$ cat src/hdl/fpw_pkg.sv
`timescale 1ns / 1ps
// ----------------------------------------------------------------------------
// fpw_pkg
// Shared types and constants for the four-level page walker.
// ----------------------------------------------------------------------------
package fpw_pkg;

  localparam int unsigned PaWidth    = 52;
  localparam int unsigned VaWidth    = 48;
  localparam int unsigned EntryWidth = 64;
  localparam int unsigned IdxWidth   = 9;

  // Entry bit positions
  localparam int unsigned PresentBit = 0;
  localparam int unsigned LargeBit   = 7;

  typedef enum logic {
    REQ_START = 1'b0,
    REQ_ENTRY = 1'b1
  } req_type_e;

  typedef enum logic {
    KIND_READ = 1'b0,
    KIND_DONE = 1'b1
  } out_kind_e;

  typedef enum logic [1:0] {
    PAGE_4K = 2'd0,
    PAGE_2M = 2'd1,
    PAGE_1G = 2'd2
  } map_size_e;

  // Level whose entry is awaited, top table first
  typedef enum logic [1:0] {
    LVL_TOP  = 2'd0,
    LVL_DIR  = 2'd1,
    LVL_MID  = 2'd2,
    LVL_LEAF = 2'd3
  } walk_level_e;

  typedef struct packed {
    req_type_e               req_type;
    logic [PaWidth-1:0]      root_base;
    logic [VaWidth-1:0]      lin_addr;
    logic [EntryWidth-1:0]   entry_data;
  } walk_item_t;

  typedef struct packed {
    logic                    busy;
    walk_level_e             level;
    logic [VaWidth-1:0]      vaddr;
  } walk_state_t;

  typedef struct packed {
    out_kind_e               out_kind;
    logic [PaWidth-1:0]      read_address;
    logic [PaWidth-1:0]      phys_addr;
    logic                    fault;
    map_size_e               map_size;
  } walk_result_t;

  // 9-bit table index of a virtual address at a given level
  function automatic logic [IdxWidth-1:0] level_index(
    input logic [VaWidth-1:0] va,
    input walk_level_e        lvl
  );
    logic [IdxWidth-1:0] idx;
    unique case (lvl)
      LVL_TOP:  idx = va[47:39];
      LVL_DIR:  idx = va[38:30];
      LVL_MID:  idx = va[29:21];
      default:  idx = va[20:12];
    endcase
    return idx;
  endfunction

  // Byte offset of an 8-byte entry within its table, widened to PA width
  function automatic logic [PaWidth-1:0] entry_offset(input logic [IdxWidth-1:0] idx);
    return {{(PaWidth-IdxWidth-3){1'b0}}, idx, 3'b000};
  endfunction

  // Table frame carried in entry bits 12 to 35
  function automatic logic [PaWidth-1:0] entry_frame(input logic [EntryWidth-1:0] e);
    return {16'd0, e[35:12], 12'd0};
  endfunction

endpackage

$ cat src/hdl/fpw_step.sv
`timescale 1ns / 1ps
// ----------------------------------------------------------------------------
// fpw_step
// One walk step: next walk state and optional result for a single item.
// ----------------------------------------------------------------------------
module fpw_step import fpw_pkg::*; (
  input  walk_item_t   item_i,
  input  walk_state_t  state_i,
  output walk_state_t  state_o,
  output logic         emit_o,
  output walk_result_t result_o
);

  logic [PaWidth-1:0] frame;
  logic               present;
  logic               ps_flag;

  assign frame   = entry_frame(item_i.entry_data);
  assign present = item_i.entry_data[PresentBit];
  assign ps_flag = item_i.entry_data[LargeBit];

  always_comb begin
    state_o  = state_i;
    emit_o   = 1'b0;
    result_o = '0;

    if (item_i.req_type == REQ_START) begin
      if (!state_i.busy) begin
        state_o.busy          = 1'b1;
        state_o.level         = LVL_TOP;
        state_o.vaddr         = item_i.lin_addr;
        emit_o                = 1'b1;
        result_o.out_kind     = KIND_READ;
        result_o.read_address = {item_i.root_base[PaWidth-1:4], 4'b0000}
                              + entry_offset(level_index(item_i.lin_addr, LVL_TOP));
      end
    end else if (state_i.busy) begin
      emit_o = 1'b1;
      unique case (state_i.level)
        LVL_TOP, LVL_DIR, LVL_MID: begin
          if (!present) begin
            state_o.busy      = 1'b0;
            state_o.level     = LVL_TOP;
            result_o.out_kind = KIND_DONE;
            result_o.fault    = 1'b1;
          end else if (ps_flag && state_i.level == LVL_DIR) begin
            // 1 GB page
            state_o.busy       = 1'b0;
            state_o.level      = LVL_TOP;
            result_o.out_kind  = KIND_DONE;
            result_o.phys_addr = {item_i.entry_data[51:30], state_i.vaddr[29:0]};
            result_o.map_size  = PAGE_1G;
          end else if (ps_flag && state_i.level == LVL_MID) begin
            // 2 MB page
            state_o.busy       = 1'b0;
            state_o.level      = LVL_TOP;
            result_o.out_kind  = KIND_DONE;
            result_o.phys_addr = frame + {31'd0, state_i.vaddr[20:0]};
            result_o.map_size  = PAGE_2M;
          end else begin
            state_o.level         = walk_level_e'(state_i.level + 2'd1);
            result_o.out_kind     = KIND_READ;
            result_o.read_address = frame
                                  + entry_offset(level_index(state_i.vaddr, state_o.level));
          end
        end
        default: begin
          state_o.busy      = 1'b0;
          state_o.level     = LVL_TOP;
          result_o.out_kind = KIND_DONE;
          if (item_i.entry_data[35:12] == 24'd0) begin
            result_o.fault = 1'b1;
          end else begin
            result_o.phys_addr = {16'd0, item_i.entry_data[35:12], state_i.vaddr[11:0]};
            result_o.map_size  = PAGE_4K;
          end
        end
      endcase
    end
  end

endmodule

$ cat src/hdl/four_level_page_walker_unit.sv
`timescale 1ns / 1ps
// ----------------------------------------------------------------------------
// four_level_page_walker_unit
// Four-level page table walker with registered input and result stages.
// ----------------------------------------------------------------------------
// Usage:
//   The input channel carries start transactions (req_type 0, with table
//   base and virtual address) and entry transactions (req_type 1, with the
//   64-bit entry returned by memory). A transaction is taken on a rising
//   edge with in_valid_i high and in_stall_o low.
//   Each start taken while idle, and each entry taken while busy, yields one
//   result transaction: either an entry read request (out_kind 0) or the
//   finished translation (out_kind 1). Other transactions are dropped.
//   out_valid_o rises when the result stage, after the input register, is
//   free. One transaction is taken per cycle while out_stall_i does not hold
//   the result register: the whole step is a single pass of mask, add and
//   level update between the input register and the result register.
//   When out_stall_i holds the result register, the input register fills and
//   then in_stall_o rises; nothing is lost while both stages hold.
//   Reset empties both stages and returns the walker to idle at the top level.
// ----------------------------------------------------------------------------
module four_level_page_walker_unit import fpw_pkg::*; (
  input  logic                  clk_i,
  input  logic                  rst_ni,

  input  logic                  in_valid_i,
  output logic                  in_stall_o,
  input  logic                  req_type_i,
  input  logic [PaWidth-1:0]    root_base_i,
  input  logic [VaWidth-1:0]    lin_addr_i,
  input  logic [EntryWidth-1:0] entry_data_i,

  output logic                  out_valid_o,
  input  logic                  out_stall_i,
  output logic                  out_kind_o,
  output logic [PaWidth-1:0]    read_address_o,
  output logic [PaWidth-1:0]    phys_addr_o,
  output logic                  fault_o,
  output logic [1:0]            map_size_o
);

  // Input stage
  logic         in_valid_q, in_valid_d;
  walk_item_t   in_item_q;
  logic         in_accept;

  // Walk state
  walk_state_t  state_q, state_d;

  // Result stage
  logic         out_valid_q, out_valid_d;
  walk_result_t out_q;

  // Step outputs
  walk_state_t  step_state;
  logic         step_emit;
  walk_result_t step_result;

  // Result register can take a new value this cycle
  logic         out_free;
  logic         advance;

  assign out_free  = !out_valid_q || !out_stall_i;
  assign advance   = in_valid_q && out_free;
  assign in_stall_o = in_valid_q && !out_free;
  assign in_accept = in_valid_i && !in_stall_o;

  fpw_step u_step (
    .item_i   (in_item_q),
    .state_i  (state_q),
    .state_o  (step_state),
    .emit_o   (step_emit),
    .result_o (step_result)
  );

  always_comb begin
    // Hold the input stage while stalled, drop it once it has advanced
    in_valid_d = in_valid_q;
    if (in_accept) begin
      in_valid_d = 1'b1;
    end else if (out_free) begin
      in_valid_d = 1'b0;
    end

    // Advance the walk state only when the item leaves the input stage
    state_d = advance ? step_state : state_q;

    // A dropped item leaves the result stage empty
    out_valid_d = out_free ? (in_valid_q && step_emit) : out_valid_q;
  end

  always_ff @(posedge clk_i or negedge rst_ni) begin
    if (!rst_ni) begin
      in_valid_q  <= 1'b0;
      out_valid_q <= 1'b0;
      state_q     <= '{busy: 1'b0, level: LVL_TOP, vaddr: '0};
    end else begin
      in_valid_q  <= in_valid_d;
      out_valid_q <= out_valid_d;
      state_q     <= state_d;
    end
  end

  // Payload registers, no reset
  always_ff @(posedge clk_i) begin
    if (in_accept) begin
      in_item_q <= '{req_type:   req_type_e'(req_type_i),
                     root_base:  root_base_i,
                     lin_addr:   lin_addr_i,
                     entry_data: entry_data_i};
    end
    if (advance) begin
      out_q <= step_result;
    end
  end

  assign out_valid_o    = out_valid_q;
  assign out_kind_o     = out_q.out_kind;
  assign read_address_o = out_q.read_address;
  assign phys_addr_o    = out_q.phys_addr;
  assign fault_o        = out_q.fault;
  assign map_size_o     = out_q.map_size;

endmodule
$ cat config.mk
export PLATFORM = sky130hd
export DESIGN_NAME = four_level_page_walker_unit
export DESIGN_NICKNAME = d
export VERILOG_FILES = /design/src/hdl/fpw_pkg.sv /design/src/hdl/fpw_step.sv /design/src/hdl/four_level_page_walker_unit.sv
export SDC_FILE = /design/constraint.sdc
export NUM_CORES = 1
export LEC_CHECK = 0
export ABC_CLOCK_PERIOD_IN_PS = 4200
export BUFFER_PORTS_ARGS = -buffer_cell sky130_fd_sc_hd__buf_4
export CAP_MARGIN = 5
export CORE_ASPECT_RATIO = 0.75
export CORE_UTILIZATION = 45
export CTS_CLUSTER_SIZE = 40
export DETAILED_ROUTE_END_ITERATION = 16
export PLACE_DENSITY = 0.69
export SLEW_MARGIN = 20
export SYNTH_ARGS = -nofsm -noshare
export SYNTH_HDL_FRONTEND = slang
export SYNTH_SLANG_ARGS = --single-unit
$ cat constraint.sdc
create_clock -name clk_i -period 4.2 [get_ports clk_i]
set_input_delay 0.63 -clock clk_i [delete_from_list [all_inputs] [get_ports clk_i]]
set_output_delay 0.63 -clock clk_i [all_outputs]
set_load 0.05 [all_outputs]
; Word level (Yosys, flattened, before mapping)
; Index checks and enable logic that the tools add are counted.
[totals]
in_bits = 169
romBits = 0
reg_bits = 314
n_memories = 0
word_cells = 92
mem_bits_rw = 0
latch_bits = 0
[op_classes]
n_mux = 42
n_reduce_logical = 21
n_mul = 0
n_shift = 0
n_lt_le_gt_ge = 0
n_bitwise = 4
n_addsub = 4
n_div = 0
eq_ne = 6
[ops]
columns = op, count
row1 = $mux 52, 6
row2 = $mux 108, 1
row3 = $mux 104, 1
row4 = $mux 9, 8
row5 = $mux 55, 1
row6 = $mux 53, 1
row7 = $add 52x12->52, 1
row8 = $mux 50, 1
row9 = $add 36x12->37, 1
row10 = $add 36x21->37, 1
row11 = $mux 36, 1
row12 = $pmux 9 s3, 1
row13 = $logic_not 24->1, 1
row14 = $mux 3, 5
row15 = $mux 1, 13
row16 = $logic_and 1x1->1, 6
row17 = $mux 2, 3
row18 = $reduce_and 3->1, 2
row19 = $reduce_or 5->1, 1
row20 = $eq 2x1->1 const B, 2
row21 = $eq 2x2->1 const B, 2
row22 = $logic_not 1->1, 4
row23 = $logic_not 2->1, 2
row24 = $not 1->1, 4
row25 = other kinds (8), 8

; Logic depth before layout (Yosys ltp)
; Gate-level depths: netlist of run 1.
[depth]
ltp_word = 16
depth_mapped = 10

; Hierarchy
; A second synthesis of run 1 with hierarchy kept.
[hier_totals]
cells_unflattened = 1091
hier_area_um2 = 14410.1
[modules_own_cells]
columns = module, area_per_inst_um2, instances, seq_area_each_um2, cells_per_inst
row1 = four_level_page_walker_unit, 10196.0, 1, 9524.1, 388
row2 = fpw_step, 4214.0, 1, 0.0, 703

; Least setup slack after synthesis of run 1
; Ideal clock, no wire load.
[synth_path]
path_type = register to register
start = register out_valid_q, in the netlist out_valid_o
end = register in_item_q[0] in the netlist's numbering, enable pin
path_stages_with_launch = 3
setup_slack_ns = -0.302
arrival_ns = 3.986
setup_time_ns = 0.516
t_required_ns = 3.684
path_buffers = 0
cell_sequence = dfrtp_1 nand3_1 and2_1
[synth_via]
elab_chain_len = 6
[synth_lines]
columns = element, line
row1 = from (decl), four_level_page_walker_unit.sv:51  ; logic out_valid_q, out_valid_d;
row2 = from (signal assigned), four_level_page_walker_unit.sv:99  ; out_valid_q <= out_valid_d;
row3 = $logic_not 1->1, four_level_page_walker_unit.sv:63  ; assign out_free = !out_valid_q || !out_stall_i;
row4 = $logic_or 1x1->1, four_level_page_walker_unit.sv:63
row5 = $logic_not 1->1, four_level_page_walker_unit.sv:65  ; assign in_stall_o = in_valid_q && !out_free;
row6 = $logic_and 1x1->1, four_level_page_walker_unit.sv:65
row7 = $logic_not 1->1, four_level_page_walker_unit.sv:66  ; assign in_accept = in_valid_i && !in_stall_o;
row8 = $logic_and 1x1->1, four_level_page_walker_unit.sv:66
row9 = net in_accept, four_level_page_walker_unit.sv:45  ; logic in_accept;
row10 = to (signal assigned), four_level_page_walker_unit.sv:107  ; in_item_q <= '{req_type: req_type_e'(req_type_i),
row11 = to (decl), four_level_page_walker_unit.sv:44  ; walk_item_t in_item_q;
; The timed path passes the listed nets, and every way through them passes these cells.
; A chain may end at the register's enable or synchronous reset.

; Final worst setup path of run 1
[layout_path]
start = register state_q[49] in the netlist's numbering
end = register out_q, in the netlist phys_addr_o[33], data pin
[layout_via]
elab_chain_len = 6
word_cells_on_any_way = 10
[layout_lines]
columns = element, line
row1 = from (decl), four_level_page_walker_unit.sv:48  ; walk_state_t state_q, state_d;
row2 = from (signal assigned), four_level_page_walker_unit.sv:96  ; state_q <= '{busy: 1'b0, level: LVL_TOP, vaddr: '0};
row3 = from (signal assigned), four_level_page_walker_unit.sv:100  ; state_q <= state_d;
row4 = $eq 2x2->1, "fpw_step.sv:39, fpw_step.sv:53"
row5 = $logic_and 1x1->1, fpw_step.sv:53  ; end else if (ps_flag && state_i.level == LVL_MID) begin
row6 = $mux 52, fpw_step.sv:53
row7 = $mux 52, fpw_step.sv:46  ; end else if (ps_flag && state_i.level == LVL_DIR) begin
row8 = $mux 104, fpw_step.sv:41  ; if (!present) begin
row9 = $mux 55 *, fpw_step.sv:39  ; unique case (state_i.level)
row10 = to (signal assigned), four_level_page_walker_unit.sv:113  ; out_q <= step_result;
row11 = to (decl), four_level_page_walker_unit.sv:52  ; walk_result_t out_q;
; Mark *: on every way between the ends. The rest lies on a longest branch, timed or not.

==> results of run 1 <==
state kept, by name, summed over array words and instances (netlist names), 2 cells and up:
register        cells
read_address_o     49
map_size_o          2
phys_addr_o        52
in_item_q         139
state_q            47
kinds of logic (layout without fill, tap and decap cells):
logic type	count (synthesis)	after routing	share of synthesized area, %
xor+xnor	48	48	3.34
flops	293	293	68.0
other cells	1	3	0.0298
fa+ha+maj	21	21	2.21
simple gates	270	270	11.0
mux	56	56	5.39
compound gates	158	158	8.09
buf+inv	58	336	1.88
how the worst max path moves through the flow:
stage / startpoint / endpoint / slack [ps] / depth (start not counted)
2_1_floorplan: out_valid_o / state_q[35] / 110 / 7
3_3_place_gp: in_item_q[12] / phys_addr_o[26] / 1120 / 8
3_5_place_dp: in_item_q[12] / phys_addr_o[26] / 1090 / 8
4_1_cts: in_item_q[12] / phys_addr_o[26] / 1070 / 8
5_1_grt: in_item_q[12] / phys_addr_o[26] / 940 / 8
6_report: state_q[49] / phys_addr_o[33] / 1060 / 6
layer usage:
| metal | share of wire (%) | GRT usage (%) |
|---|---|---|
| met4 | 2.8 | 6.22 |
| met3 | 8.3 | 4.66 |
| met1 | 46 | 33.5 |
| met2 | 43 | 32.1 |
| met5 | 0 | 0 |
layout make-up:
class	count	area, um2
fill	2250	11300
sequential	293	8550
multi-input combinational	556	3810
timing repair buffer	260	1960
clock buffer	32	778
tap	351	439
clock inverter	24	265
inverter	20	77.6
power by group through the flow:
stage,clock network [W],registers (W),logic [W]
after CTS,0.00283,0.00427,0.00278
after floorplan,0,0.00493,0.00118
after detailed placement,0,0.00432,0.00277
after global routing,0.00295,0.00433,0.00294
after global placement,0,0.00430,0.00273
final,0.00278,0.00428,0.00277
through the flow:
stage / cells / utilization, % / hold slack [ps]
finish: 1536 / 58.4 / 106
global placement: 1480 / 54.6 / 457
detailed placement: 1480 / 54.6 / 464
global route: 1536 / 58.4 / 148
CTS: 1536 / 58.4 / 118
floorplan: 907 / - / 334
layout by cell type (no fill, tap or decap), types with 20 or more instances in the layout:
master                      instances
sky130_fd_sc_hd__nand3_1           23
sky130_fd_sc_hd__dfrtp_1           49
sky130_fd_sc_hd__a21oi_1           20
sky130_fd_sc_hd__mux2_2            43
sky130_fd_sc_hd__nand2_1           82
sky130_fd_sc_hd__edfxtp_1         244
sky130_fd_sc_hd__nor2_1            41
sky130_fd_sc_hd__and2_1            35
sky130_fd_sc_hd__o21ai_0           56
sky130_fd_sc_hd__buf_4            259
sky130_fd_sc_hd__clkbuf_16         30
sky130_fd_sc_hd__xnor2_1           30
worst register-to-register path, cell delays in order, from the launching register on:
cell,delay (ps)
sky130_fd_sc_hd__dfrtp_1,840
sky130_fd_sc_hd__nor2b_1,300
sky130_fd_sc_hd__and2_1,380
sky130_fd_sc_hd__nor3_1,510
sky130_fd_sc_hd__o21ai_0,340
sky130_fd_sc_hd__or4_1,530
sky130_fd_sc_hd__nand3_1,100
==> results.md, run 1 <==
* Result of the run: complete, no violations
* Clk slew on worst S/H paths at roughly 60 ps
* Cell area reported after detailed placement at 14800 um2
* Layout overhead on the synthesized area at 26.4%
* Buffer and inverter count on the worst path at 0
* Flip-flop and latch count after synthesis at approximately 290
* Portion of the post-synthesis area used by sequential elements at 68.0%
* Arr. time, crit path at 3560 ps
* Count of flip-flops with a built-in enable after synthesis at 244
* I/O pin total at 279
* Net switching component of the power at approximately 0.0034 W
* Tightest Hold Check Type: in2async
* Setup fix buffers added after clock tree synthesis at 0
* Design internal power at 0.00647 W
* Netlist area before placement at 12600 um2
* Worst Reg-to-Reg Cells at 6
* Mean routed wirelength per cell at 20.8 um
* Number of antenna violations at the first check in global routing at 0
* Most used standard cells in the synthesized netlist: 244 x sky130_fd_sc_hd__edfxtp_1, 83 x sky130_fd_sc_hd__nand2_1, 56 x sky130_fd_sc_hd__o21ai_0, 49 x sky130_fd_sc_hd__dfrtp_1, 43 x sky130_fd_sc_hd__mux2_2
* RR Endpoint: phys_addr_o[33]
* Yosys warnings at 0
* Final period demand of the worst path at roughly 3100 ps
* Power, Total at ~0.0098 W
* Maximum number of pins on one net before global-route repair at 68
* Final Hold Fails at 0
* CTS H-tree lvls at 1
* Iteration count of the initial detailed-routing pass at 5
* Via-to-Cell Ratio at 5.49
* # Max-Cap Violations at 0
* Critical Path Max Stage Delay at roughly 840 ps
* Detail Placement HPWL at about 23 mm
* Final setup vio count at 0
* Ordered cell list for the critical path: nor2b_1 -> and2_1 -> nor3_1 -> o21ai_0 -> or4_1 -> nand3_1
* Type of element capturing the critical path: register
* Number of DRC markers in iteration 0 at between 800 and 900
* Routed Wire Length at roughly 32 mm
* Library cell with the largest summed area after synthesis: sky130_fd_sc_hd__edfxtp_1
* Switching power as a share of total power at 34.1%
* Final std cell area, no fill at ~16000 um2
* Actual slew at the worst max-slew pin at ~930 ps
* Worst setup slack after placement at approximately 1100 ps
* Endpoint required time on the critical path at 4620 ps
* Crit path max fanout at 18
* Proportion of power drawn by the clock network at 28.3%
* Clock sink count at 293
* TritonCTS clock tree: built
* Setup clock skew after layout at ~7.4 ps
* Port Buffers at roughly 250
* Sum Neg Setup Slack at 0 ps
* Residual DRC at 0
* Proportion of power drawn by combinational gates at between 20 and 30%
* Number of distinct library cells after synthesis at 61
* Final global-route overflow total at 0
* Part of the power in registers at a little over two fifths
* Initial Util at between 40% and 50%
* Die Y at 147 um
* Maximum buffer depth of the clock tree at 3
* Number of buffers inserted during clock tree synthesis at 30
* Hold-fix buffers at CTS at 0
* Count leader, synth: sky130_fd_sc_hd__edfxtp_1
* Worst vdd rail ir drop at between 0.3 and 0.4 mV
* Share of the clock period used by the worst path after layout at 74.9%
* Antenna fix cells at 0
* Die ar. at around 29000 um2
* Post-Synthesis Mean Instance Area at approximately 14 um2
* Global Route Usage Sum at 22.1%
* Total count of max-transition violations in the final report at 0
* Area of the placeable core at about 27000 um2
* Power density over cell area at between 600 and 700 nW/um2
* Routed vias at 8439
* First-pass GRT wire length at 47.9 mm
* Startpoint of the most critical register-to-register path: state_q[49]
* Synth Instances at between 900 and 1000
* R2R setup slack at 1060 ps
* Predominant post-synthesis flop cell: sky130_fd_sc_hd__edfxtp_1
* Fmax achieved at between 0.3 and 0.4 GHz
* Setup repair after global routing missed its margin: false
* Number of nets in the finished design at 1351
* Insertion delay of the later-clocked pin in the worst-skew pair at 560 ps
* Top cell type's share of synthesized area at just under 60%
* Post-route ant nets at 0
* Die width at around 190 um
* Slowest-stage cell, CP: sky130_fd_sc_hd__dfrtp_1
* Library cell used as clock root buffer: sky130_fd_sc_hd__clkbuf_16
* Startpoint type of the worst setup path: register
* CTS-repair resized insts at 0
* Placer's final routability congestion estimate at roughly 0.91
* Crit path setup slack, layout at around 1100 ps
* Ratio of cells with drive above 1 in the final layout at between 30% and 40%
* Lkg Pwr at approximately 6 nW
* Max-Slew Margin vs Limit at a little under two fifths
* Async SR Flop Fraction at between 10% and 20%
* Crit Path Category: reg2reg
* Number of cell rows at 52
* Vias in the first global route at 8114
* Ranking of synthesized cells by area: sky130_fd_sc_hd__edfxtp_1 58%, sky130_fd_sc_hd__dfrtp_1 9.8%, sky130_fd_sc_hd__mux2_2 3.9%
* Cell family with most CP delay: simple AND/OR/NAND/NOR gates
No activity file was read; power rests on OpenSTA's default activity.
==> run 2: changes to the inputs <==
- ABC_CLOCK_PERIOD_IN_PS: 4200 -> 3050
- PLACE_DENSITY: 0.69 -> 0.66
- clock period: 4.2 -> 3.05 ns (I/O delays scaled with it)
==> results.md, run 2 (synthesis gave the netlist of run 1 again) <==
* Lkg Pwr at 6.27 nW
* Crit path max fanout at 8
* Ratio of cells with drive above 1 in the final layout at between 30% and 40%
* Number of DRC markers in iteration 0 at 770
* Sum Neg Setup Slack at 0 ps
* Tightest Hold Check Type: in2reg
* Arr. time, crit path at slightly above 3000 ps
* Residual DRC at 0
* Library cell used as clock root buffer: sky130_fd_sc_hd__clkbuf_16
* Worst vdd rail ir drop at 0.647 mV
* Clock sink count at around 290
* Insertion delay of the later-clocked pin in the worst-skew pair at between 500 and 600 ps
* Startpoint type of the worst setup path: register
* Crit path setup slack, layout at 312 ps
* Vias in the first global route at approximately 8300
* Max-Slew Margin vs Limit at 52.8%
* CTS H-tree lvls at 1
* Share of the clock period used by the worst path after layout at 89.8%
* Antenna fix cells at 0
* Iteration count of the initial detailed-routing pass at 6
* Fmax achieved at approximately 0.37 GHz
* Total count of max-transition violations in the final report at 0
* Number of cell rows at 52
* Setup repair after global routing missed its margin: false
* RR Endpoint: phys_addr_o[26]
* Routed vias at roughly 8500
* Post-route ant nets at 0
* Startpoint of the most critical register-to-register path: in_item_q[12]
* Maximum number of pins on one net before global-route repair at roughly 110
* Area of the placeable core at between 20000 and 30000 um2
* Die ar. at approximately 29000 um2
* Via-to-Cell Ratio at about 5.5
* Placer's final routability congestion estimate at 0.935
* Final Hold Fails at 0
* I/O pin total at 279
* Slowest-stage cell, CP: sky130_fd_sc_hd__fa_1
* Setup clock skew after layout at ~14 ps
* Leading cell type in the layout, fill and taps excluded: sky130_fd_sc_hd__buf_4
* Port Buffers at ~250
* Number of nets in the finished design at about 1400
* Min-Delay Endpoint: in_item_q[109]
* Worst Reg-to-Reg Cells at 8
* Final period demand of the worst path at 2740 ps
* Worst setup slack after placement at ~330 ps
* Ordered cell list for the critical path: ha_1 -> fa_1 -> a21o_1 -> a221oi_1 -> o2bb2ai_1 -> nor2_1 -> mux2i_1 -> a211oi_1
* Actual slew at the worst max-slew pin at between 700 and 800 ps
* First-pass GRT wire length at approximately 49 mm
* Critical Path Max Stage Delay at around 410 ps
* Layout overhead on the synthesized area at 27.6%
* Die Y at 147 um
* Highest-count cells in the layout ignoring fill and taps: 283 x sky130_fd_sc_hd__buf_4, 244 x sky130_fd_sc_hd__edfxtp_1, 80 x sky130_fd_sc_hd__nand2_1
* Final global-route overflow total at 0
* Cells on Worst Hold Path at 1
* Global Route Usage Sum at roughly 22%
* R2R setup slack at ~310 ps
* Number of antenna violations at the first check in global routing at 0
* Final setup vio count at 0
* Initial Util at 46.2%
* Detail Placement HPWL at between 20 and 25 mm
* Type of element capturing the critical path: register
* Maximum buffer depth of the clock tree at 3
* Endpoint required time on the critical path at roughly 3400 ps
* # Max-Cap Violations at 0
* Hold Worst Slack at approximately 80 ps
* Crit Path Category: reg2reg
* Final cell utilization of the core at ~59%
* CTS-repair resized insts at 0
* Final std cell area, no fill at roughly 16000 um2
* Setup fix buffers added after clock tree synthesis at 0
* Max FFs per register at between 100 and 150
* Cell area reported after detailed placement at about 15000 um2
* Routed Wire Length at 32.3 mm
* Die width at roughly 190 um
* Power density over cell area at approximately 830 nW/um2
* Clk slew on worst S/H paths at roughly 70 ps
* Number of buffers inserted during clock tree synthesis at 29
* Mean routed wirelength per cell at between 20 and 25 um
* Result of the run: complete, no violations
* Most flop-heavy register: in_item_q
* Min-delay src: lin_addr_i[45]
* TritonCTS clock tree: built
## run 2: changes by cell type in the layout (fill, tap and decap cells not counted), sizes merged
cell         previous run  this run
clkbuf                 32        35
bufinv                  5         2
buf                   260       287
dlygate4sd3             0         1
clkinvlp                5         2
inv                    19        20
## run 2: area by class of cell
type | count | area, um2
clock buffer | 35 | 748
inverter | 20 | 78.8
clock inverter | 19 | 144
fill | 2222 | 11200
multi-input combinational | 556 | 3860
timing repair buffer | 288 | 2210
sequential | 293 | 8550
tap | 351 | 439
## run 2: per-stage QoR
step,power [W],std cells
after global routing,0.0139,1562
final,0.0133,1562
after floorplan,0.00849,907
after global placement,0.00992,1507
after detailed placement,0.0100,1507
after CTS,0.0134,1562
## run 2: how the worst max path moves through the flow
stage | start | to | slack, ps | depth (start not counted)
2_1_floorplan | out_valid_o | state_q[10] | -240 | 6
3_3_place_gp | in_item_q[12] | phys_addr_o[30] | 410 | 8
3_5_place_dp | in_item_q[12] | phys_addr_o[26] | 330 | 8
4_1_cts | in_item_q[12] | phys_addr_o[26] | 300 | 8
5_1_grt | in_item_q[12] | phys_addr_o[26] | 140 | 8
6_report | in_item_q[12] | phys_addr_o[26] | 310 | 8
## run 2: layer usage
layer | up-vias | share of wire, % | track usage (%)
met1 | 4085 | 45 | 33.9
met5 | - | 0 | 0
met2 | 400 | 43 | 32.7
met4 | 0 | 2.5 | 5.91
li1 | 3987 | - | -
met3 | 56 | 9.5 | 4.94
## run 2: what timing repair did
item	CTS	global route
endpoints found under the setup margin	0	0
hold buffers	1	0
hold endpoints to repair	49	0
## run 2: report_power, final
group / internal, W / switching [W]
Combinational: 0.00152 / 0.00258
Sequential: 0.00531 / 0.000548
Clock: 0.00191 / 0.00147
## run 2: worst max-delay path, delay by kind of cell (launching register included)
family | cells | cell delay, ps
simple gates | 1 | 130
flops | 1 | 400
fa+ha+maj | 2 | 650
compound gates | 4 | 1230
mux | 1 | 150
==> run 3: changes to the inputs <==
--- a/config.mk
+++ b/config.mk
@@ -11,4 +11,5 @@
 export CORE_ASPECT_RATIO = 0.75
 export CORE_UTILIZATION = 45
+export CTS_BUF_LIST = sky130_fd_sc_hd__clkbuf_4 sky130_fd_sc_hd__clkbuf_8 sky130_fd_sc_hd__clkbuf_16
 export CTS_CLUSTER_SIZE = 40
 export DETAILED_ROUTE_END_ITERATION = 16
==> constraint.sdc (replaced) <==
create_clock -name clk_i -period 3.05 [get_ports clk_i]
set_input_delay 0 -clock clk_i [delete_from_list [all_inputs] [get_ports clk_i]]
set_output_delay 0 -clock clk_i [all_outputs]
set_load 0.05 [all_outputs]
==> results.md, run 3 (synthesis gave the netlist of run 1 again) <==
* Arr. time, crit path at around 3200 ps
* Area of the placeable core at 27200 um2
* Lkg Pwr at 6.86 nW
* R2R setup slack at 280 ps
* Routed vias at between 9000 and 10000
* Final setup vio count at 0
* Startpoint type of the worst setup path: register
* Insertion delay of the later-clocked pin in the worst-skew pair at 550 ps
* Library cell used as clock root buffer: sky130_fd_sc_hd__clkbuf_16
* Critical Path Start: in_item_q[12]
* Last element of the critical path: phys_addr_o[26]
* Iteration count of the initial detailed-routing pass at 5
* Die Y at 147 um
* Post-route ant nets at 0
* Final Hold Fails at 0
* Maximum buffer depth of the clock tree at 3
* Max-Slew Margin vs Limit at a little under half
* # Max-Cap Violations at 0
* CTS H-tree lvls at 1
* Worst Reg-to-Reg Cells at 8
* Final period demand of the worst path at 2770 ps
* Vias in the first global route at approximately 8900
* Most flop-heavy register: in_item_q
* Clock sink count at between 200 and 300
* Worst vdd rail ir drop at between 0.4 and 0.5 mV
* Max FFs per register at 139
* Maximum number of pins on one net before global-route repair at 140
* Number of antenna violations at the first check in global routing at 1
* Power density over cell area at between 700 and 800 nW/um2
* Power, Total at between 0.01 and 0.015 W
* Design internal power at a little under 0.009 W
* Setup fix buffers added after clock tree synthesis at 0
* Proportion of power drawn by combinational gates at a little over 30%
* Number of DRC markers in iteration 0 at between 800 and 900
* Die ar. at roughly 29000 um2
* Tightest Hold Check Type: in2async
* Part of the power in registers at a little over two fifths
* Proportion of power drawn by the clock network at 25.5%
* Global Route Usage Sum at approximately a quarter
* Mean routed wirelength per cell at about 20 um
* Ratio of cells with drive above 1 in the final layout at ~30%
* Crit Path Category: reg2reg
* I/O pin total at roughly 280
* Placer's final routability congestion estimate at roughly 0.95
* Crit path max fanout at 8
* Routed Wire Length at roughly 34 mm
* Leading cell type in the layout, fill and taps excluded: sky130_fd_sc_hd__buf_4
* Number of cell rows at between 50 and 60
* Residual DRC at 0
* Fmax achieved at 0.361 GHz
* Final global-route overflow total at 0
* Clk slew on worst S/H paths at 70 ps
* Number of nets in the finished design at 1513
* Setup repair after global routing missed its margin: false
* Result of the run: complete, no violations
* Share of the clock period used by the worst path after layout at 90.9%
* Type of element capturing the critical path: register
* Die width at a little under 200 um
* TritonCTS clock tree: built
* Final cell utilization of the core at between 60 and 70%
* Actual slew at the worst max-slew pin at between 800 and 900 ps
* Total count of max-transition violations in the final report at 0
* Layout overhead on the synthesized area at 38.8%
* Startpoint of the most critical register-to-register path: in_item_q[12]
* Port Buffers at approximately 250
* Switching power as a share of total power at roughly a third
* Initial Util at between 40% and 50%
* Endpoint required time on the critical path at around 3400 ps
* Highest-count cells in the layout ignoring fill and taps: 277 x sky130_fd_sc_hd__buf_4, 244 x sky130_fd_sc_hd__edfxtp_1, 143 x sky130_fd_sc_hd__dlygate4sd3_1
* Net switching component of the power at between 0.004 and 0.005 W
* Via-to-Cell Ratio at about 5.3
* Number of buffers inserted during clock tree synthesis at 29
* RR Endpoint: phys_addr_o[26]
* Detail Placement HPWL at approximately 22 mm
* Setup clock skew after layout at around 17 ps
* First-pass GRT wire length at about 51 mm
run 3: changes by cell type in the layout (fill, tap and decap cells not counted), sizes merged:
cell	before	now
clkbuf	35	44
diode	0	2
clkinv	15	9
bufinv	2	0
dlygate4sd3	1	143
buf	287	280
clkinvlp	2	1
run 3: per-layer routing:
layer	vias up	GRT usage (%)	part of all wire (%)
li1	4256	-	-
met1	4338	35.2	46
met2	381	35.2	44
met3	63	4.43	7.4
met4	0	6.34	2.6
met5	-	0	0
run 3: through the flow:
stage | worst slack, ps | setup TNS, ps | hold slack, ps | cells | instance area (um2)
2_1_floorplan | -239 | -8440 | -296 | 907 | 12700
3_3_place_gp | 329 | 0 | 66.1 | 1500 | 15100
3_5_place_dp | 208 | 0 | 71.0 | 1500 | 15100
4_1_cts | 192 | 0 | 35.2 | 1697 | 17400
5_1_grt | 113 | 0 | 59.8 | 1698 | 17400
6_report | 278 | 0 | 8.51 | 1699 | 17400
run 3: worst max-delay path, cell delays in order, from the launching register on:
cell	delay (ps)
sky130_fd_sc_hd__edfxtp_1	470
sky130_fd_sc_hd__ha_1	270
sky130_fd_sc_hd__fa_1	410
sky130_fd_sc_hd__a21o_1	220
sky130_fd_sc_hd__a221oi_1	450
sky130_fd_sc_hd__o2bb2ai_2	300
sky130_fd_sc_hd__nor2_1	120
sky130_fd_sc_hd__mux2i_1	140
sky130_fd_sc_hd__a211oi_1	240
run 3: area by class of cell:
type | count | area [um2]
Antenna cell | 2 | 5.00
Multi-Input combinational cell | 556 | 3860
Fill cell | 2046 | 9760
Sequential cell | 293 | 8550
Timing Repair Buffer | 423 | 3570
Tap cell | 351 | 439
Inverter | 20 | 78.8
Clock inverter | 10 | 52.6
Clock buffer | 44 | 875
run 3: how the worst min path moves through the flow:
stage               startpoint          to  slack, ps
floorplan               rst_ni  in_valid_q       -300
global placement        rst_ni  state_q[1]         70
detailed placement      rst_ni  state_q[1]         70
CTS                     rst_ni  state_q[1]         40
global route            rst_ni  state_q[1]         60
finish                  rst_ni  state_q[1]          9
run 3: power groups by stage:
stage | clock (W) | sequential (W) | combinational (W)
2_1_floorplan | 0 | 0.00679 | 0.00170
3_3_place_gp | 0 | 0.00589 | 0.00399
3_5_place_dp | 0 | 0.00591 | 0.00402
4_1_cts | 0.00351 | 0.00584 | 0.00419
5_1_grt | 0.00366 | 0.00594 | 0.00447
6_report | 0.00344 | 0.00586 | 0.00422
run 3: timing repair:
action / 4_1_cts / 5_1_grt
setup endpoints to repair: 0 / 1
hold endpoints to repair: 192 / 0
resized for setup: 0 / 1
hold buffers: 143 / 0
